===== src/rtl/core/point_in_cylinder_classifier_macros.svh =====
// Assertion macros shared by the point-in-cylinder classifier RTL.
`ifndef POINT_IN_CYLINDER_CLASSIFIER_MACROS_SVH
`define POINT_IN_CYLINDER_CLASSIFIER_MACROS_SVH

// Same-cycle implication, sampled on clk and switched off while arst_n is low.
`define PIC_ASSERT_IMPL(lbl, ante, cons) \
	lbl: assert property (@(posedge clk) disable iff (!arst_n) (ante) |-> (cons)) \
		else $error("%m: same-cycle check failed");

// Next-cycle implication, sampled on clk and switched off while arst_n is low.
`define PIC_ASSERT_NEXT(lbl, ante, cons) \
	lbl: assert property (@(posedge clk) disable iff (!arst_n) (ante) |=> (cons)) \
		else $error("%m: next-cycle check failed");

`endif


===== src/rtl/core/pic_pkg.sv =====
// Widths, register indexes and result codes of the point-in-cylinder classifier.
package pic_pkg;

	// Coordinate width of base centres and points.
	localparam int CW     = 16;
	// Difference of two coordinates.
	localparam int DW     = CW + 1;
	// Product of two differences.
	localparam int PW     = 2 * DW;
	// Sum of three products, signed.
	localparam int SW     = PW + 2;
	// Split point of the wide multiplier operands.
	localparam int H      = SW / 2;
	localparam int HW     = SW - H;
	// One partial product of the wide multiplier.
	localparam int PPW    = 2 * H + 2;
	// Full wide product.
	localparam int RW     = 2 * SW + 2;
	localparam int TOL_W  = 16;
	localparam int CFG_IW = 4;
	localparam int CFG_DW = 32;

	localparam logic [CFG_IW-1:0] REG_BASE1_X = CFG_IW'(0);
	localparam logic [CFG_IW-1:0] REG_BASE1_Y = CFG_IW'(1);
	localparam logic [CFG_IW-1:0] REG_BASE1_Z = CFG_IW'(2);
	localparam logic [CFG_IW-1:0] REG_BASE2_X = CFG_IW'(3);
	localparam logic [CFG_IW-1:0] REG_BASE2_Y = CFG_IW'(4);
	localparam logic [CFG_IW-1:0] REG_BASE2_Z = CFG_IW'(5);
	localparam logic [CFG_IW-1:0] REG_RADIUS  = CFG_IW'(6);
	localparam logic [CFG_IW-1:0] REG_TOL     = CFG_IW'(7);

	typedef enum logic [1:0] {
		LOC_INSIDE  = 2'd0,
		LOC_SURFACE = 2'd1,
		LOC_OUTSIDE = 2'd2
	} loc_t;

	// Load enables of the two stages inside the split multiplier.
	typedef struct packed {
		logic pp;
		logic sum;
	} mul_en_t;

endpackage


===== src/rtl/core/pic_split_mult.sv =====
// Two-stage signed multiplier that splits each operand into halves.
module pic_split_mult (
	input  logic                           clk,
	input  pic_pkg::mul_en_t               en,
	input  logic signed [pic_pkg::SW-1:0]  x,
	input  logic signed [pic_pkg::SW-1:0]  y,
	output logic signed [pic_pkg::RW-1:0]  prod
);

	logic signed [pic_pkg::HW-1:0]  xh, yh;
	logic signed [pic_pkg::H:0]     xl, yl;
	logic signed [pic_pkg::PPW-1:0] pp_hh_s1, pp_hl_s1, pp_lh_s1, pp_ll_s1;
	logic signed [pic_pkg::RW-1:0]  prod_s2;

	// Low halves are unsigned, so they get a zero bit on top; high halves keep the sign.
	assign xh = x[pic_pkg::SW-1:pic_pkg::H];
	assign yh = y[pic_pkg::SW-1:pic_pkg::H];
	assign xl = {1'b0, x[pic_pkg::H-1:0]};
	assign yl = {1'b0, y[pic_pkg::H-1:0]};

	always_ff @(posedge clk) begin
		if (en.pp) begin
			pp_hh_s1 <= pic_pkg::PPW'(xh * yh);
			pp_hl_s1 <= pic_pkg::PPW'(xh * yl);
			pp_lh_s1 <= pic_pkg::PPW'(xl * yh);
			pp_ll_s1 <= pic_pkg::PPW'(xl * yl);
		end
	end

	always_ff @(posedge clk) begin
		if (en.sum) begin
			prod_s2 <= (pic_pkg::RW'(pp_hh_s1) <<< (2 * pic_pkg::H))
				+ (pic_pkg::RW'(pp_hl_s1) <<< pic_pkg::H)
				+ (pic_pkg::RW'(pp_lh_s1) <<< pic_pkg::H)
				+ pic_pkg::RW'(pp_ll_s1);
		end
	end

	assign prod = prod_s2;

endmodule


===== config.mk =====
export PLATFORM = sky130hd
export DESIGN_NAME = pic_split_mult
export DESIGN_NICKNAME = d
export VERILOG_FILES = /design/src/rtl/core/point_in_cylinder_classifier_macros.svh /design/src/rtl/core/pic_pkg.sv /design/src/rtl/core/pic_split_mult.sv
export SDC_FILE = /design/constraint.sdc
export NUM_CORES = 2
export LEC_CHECK = 0
export BUFFER_PORTS_ARGS = -buffer_cell sky130_fd_sc_hd__clkbuf_2
export CAP_MARGIN = 20
export CORE_MARGIN = 1
export CORE_UTILIZATION = 40
export DETAILED_ROUTE_END_ITERATION = 10
export PLACE_DENSITY = 0.59
export SLEW_MARGIN = 10
export SYNTH_ARGS = -nofsm -noshare
export SYNTH_HDL_FRONTEND = slang
export SYNTH_SLANG_ARGS = --single-unit

===== constraint.sdc =====
create_clock -name clk -period 6 [get_ports clk]
set_input_delay 0 -clock clk [delete_from_list [all_inputs] [get_ports clk]]
set_output_delay 0 -clock clk [all_outputs]
set_load 0.01 [all_outputs]

Word level (Yosys, flattened, before mapping):

Index checks and enable logic that the tools add are counted.

* bits in registers: 222
* bits of input ports: 75

* $mul: 4
* add/sub/neg operators: 3

Operators with widths (count)
* adder 74 x 55 -> 74 bit: 2
* adder 74 x 37 -> 74 bit: 1
* multiplier 18 x 18 -> 36 bit: 2
* multiplier 18 x 19 -> 37 bit: 1
* multiplier 19 x 18 -> 37 bit: 1

Longest topological paths before layout:

* word-level depth: 3
* depth in mapped cells: 26
* gate-level depth less buffers: 24

Worst setup path after synthesis:

OpenSTA, ideal clock, no wires.

* kind: input to register
* start: input port y[21] (netlist bit)
* end: register pp_hh_s1[33] (netlist bit), data pin
* cell stages on the path: 21
* arrival: 5742 ps
* path slack: -1 ps
* buffers on the path: 3
* cells stage by stage: clkbuf_1 clkbuf_1 nand2_1 fa_1 inv_1 fa_1 fa_1 fa_1 fa_1 inv_1 fa_1 inv_1 ha_1 clkbuf_1 nand2_1 o21a_1 o21ai_0 nor3_1 a21oi_1 nor4b_1 a211o_1

* longest elaborated chain between the ends: 1

Ends and longest elaborated chain
* from (decl): line pic_split_mult.sv:6 `input logic signed [pic_pkg::SW-1:0] y,`
* multiplier 18 x 18 -> 36 bit: line pic_split_mult.sv:23 `pp_hh_s1 <= pic_pkg::PPW'(xh * yh);`
* to (signal assigned): line pic_split_mult.sv:23
* to (decl): line pic_split_mult.sv:12 `logic signed [pic_pkg::PPW-1:0] pp_hh_s1, pp_hl_s1, pp_lh_s1, pp_ll_s1;`

No other way between the ends.
A chain may end at the register's enable or synchronous reset.

Worst setup path after layout:

* start: input port x[0] (netlist bit)
* end: register pp_lh_s1[31] (netlist bit), data pin

* longest elaborated chain between the ends: 1

Ends and longest elaborated chain
* from (decl): line pic_split_mult.sv:5 `input logic signed [pic_pkg::SW-1:0] x,`
* multiplier 19 x 18 -> 37 bit: line pic_split_mult.sv:25 `pp_lh_s1 <= pic_pkg::PPW'(xl * yh);`
* to (signal assigned): line pic_split_mult.sv:25
* to (decl): line pic_split_mult.sv:12

No other way between the ends.

==> reports/metrics.csv <==
metric,value,unit
required,6370,ps
async_flop_share,0,%
timing.fmax,0.1780,GHz
ios,149,
synth_cells,5826,
cts_root_buffer,clkbuf_16,
worst_pin_slew,882.2,ps
drive_above_1_share,10.81,%
final-max-slew-violation-count,0,
hold_ws,-15.86,ps
start_util,40.26,%
crit_top_cell,fa_1,
synth_top_flop_cell,edfxtp_1,
final_cell_mix,"inv_1, fa_1, nand2_1",
grt_pass1_wl,239600,um
status,finished with violations,
yosysSeqAreaShare,11.95,%
violations,hold timing,
finalHoldViolCount,1,
place_area,61160,um2
io_buffers,148,
met2_length,69590,um
cts.htree.levels,1,
vias,39900,
wl_per_cell,18.27,um
vias_per_cell,5.001,
path_clk_slew,60,ps
synth_edf_count,220,
setup_tns,0,ps
finalSetupViolations,0,
die_height,373.8,um
drc,0,
grtUsageTotal,21.82,%
route.layer.met1.wl,63480,um
first_iter_violations,2210,
yosysWarnings,0,
fillers,13180,
hold_path.class,in -> reg,
wl_met3,6911,um
routed_wl,145800,um
chipWidth,373.8,um
clock-sinks,220,
nets,7911,
cpMaxStageDelayCell,dlygate4sd3_1,
syn_nets,7576,
drtAntennaViolNets,0,
clk_latency,620,ps
syn_area,55290,um2
first_pass_iters,5,
cp_max_fo,30,
fin_crit,5618,ps
slowest_delay,530,ps
startpoint_type,input port,
area_growth_syn_to_layout,12.53,%
grt_pass1_vias,43500,
rsz0062_at_grt,no,
rows,136,
core_area,137300,um2
worstPathArrival,5990,ps
antenna_found_initial,7,
maxCapViolCount,0,
yosys-top-cells-area,"fa_1, edfxtp_1, ha_1, inv_1, and2_1",
worst-setup-path-type,in -> reg,
utilization,45.31,%
endpoint_kind,flip-flop,
finalCritPeriodShare,93.63,%
fp.dieArea,139700,um2
ys_seq_elements,220,
synthDistinctLibCells,80,
tritoncts,built,
fin_area,62220,um2
cp_cell_sequence,"dlygate4sd3_1, clkbuf_2, buf_12, nand2b_1, fa_1, fa_1, inv_1, fa_1, fa_1, fa_1, inv_1, fa_1, inv_1, ha_1, o211ai_1, nand2b_1, o21ai_0, o21ai_0, a21oi_1, a21o_1, a211o_1, and2_1, a21boi_0, buf_4",
grt_max_degree,110,
clockBufferDepth,3,
finalClockSkew,28.13,ps
gp_congestion,0.9157,
layout_commonest_cell,inv_1,
syn_area_per_cell,9.491,um2
maxSlewHeadroom,41.19,%
top_layer,met4,
dpl.hpwl,123000,um
yosysTopAreaCell,fa_1,
overflow,0,
cts_buffers,29,
synth.top_cell.area_share,41.71,%
-- critical path, delay by kind of cell --
| family | cells | cell delay (ps) |
|---|---|---|
| AND/OR/NAND/NOR | 3 | 480 |
| AO/OA/AOI/OAI | 7 | 1210 |
| adder cells (fa/ha/maj) | 7 | 3170 |
| buffers and inverters | 7 | 1090 |
-- layout make-up --
class / count / area, um2 / share of cell area (%)
inverters: 1315 / 4936 / 7.933
flip-flops and latches: 220 / 6606 / 10.62
multi-input cells: 4000 / 42680 / 68.60
diodes: 3 / 7.507 / 0.01207
clock buffers: 32 / 737.0 / 1.184
well taps: 1794 / 2245 / 3.608
clock inverters: 20 / 252.7 / 0.4062
repair buffers: 595 / 4751 / 7.636
-- worst paths after layout --
path	depth (start not counted)	to	slack [ps]	from
worst max-delay path	24	pp_lh_s1[31]$_DFFE_PP_	380	x[0]
worst min-delay path	3	pp_hh_s1[0]$_DFFE_PP_	-20	y[18]
worst max register to register	14	prod[67]$_DFFE_PP_	1370	pp_lh_s1[1]$_DFFE_PP_
worst min register to register	0	prod[10]$_DFFE_PP_	420	pp_ll_s1[10]$_DFFE_PP_
-- metrics by stage --
step / cells / worst slack [ps] / hold WS (ps)
2_1_floorplan: 5826 / 65.36 / 112.5
3_3_place_gp: 7920 / -183.4 / 403.0
3_5_place_dp: 7920 / -246.0 / 405.4
4_1_cts: 7976 / 31.63 / 50.79
5_1_grt: 7977 / 49.87 / 19.38
6_report: 7979 / 381.9 / -15.86
-- cells in the mapped netlist (8+ instances only) --
cell      count
a211o_1       9
a211oi_1     15
a21boi_0      8
a21o_1       89
a21oi_1     135
a31oi_1      22
and2_1      632
and3_1       27
clkbuf_1    290
edfxtp_1    220
fa_1       1152
ha_1        523
inv_1      1314
nand2_1     705
nand2b_1     42
nand3_1      36
nand4_1      17
nor2_1      129
nor2b_1      21
nor3_1       36
o211ai_1     11
o21a_1       28
o21ai_0      74
o21bai_1     19
xnor2_1     119
xor2_1       46
-- sequential cells by signal (all words and copies together), names as in the netlist --
register  count
pp_lh_s1     37
prod         74
pp_hh_s1     36
pp_hl_s1     37
pp_ll_s1     36
-- layer usage --
layer	up-vias	track usage (%)
li1	18200	-
met1	20520	29.26
met2	960	36.87
met3	219	2.076
met4	0	7.516
met5	-	0
-- cell families after synthesis --
group / count (synthesis) / share of synthesized area (%)
AOI/OAI and AO/OA: 478 / 5.782
DFF: 220 / 11.95
and+or+nand+nor: 1676 / 15.10
muxes: 6 / 0.1086
xor gates and xnor gates: 165 / 2.614
adders and majority gates: 1675 / 53.54
buffers and inverters: 1606 / 10.90
-- timing repair --
item,4_1_cts,5_1_grt
hold endpoints to repair,63,0
hold buffers,4,0
gates resized for setup,0,5
buffers inserted,0,1
setup endpoints to repair,0,11
Power is not shown: default switching activity piles up to over one toggle a cycle in this logic, so the estimate is an artifact.
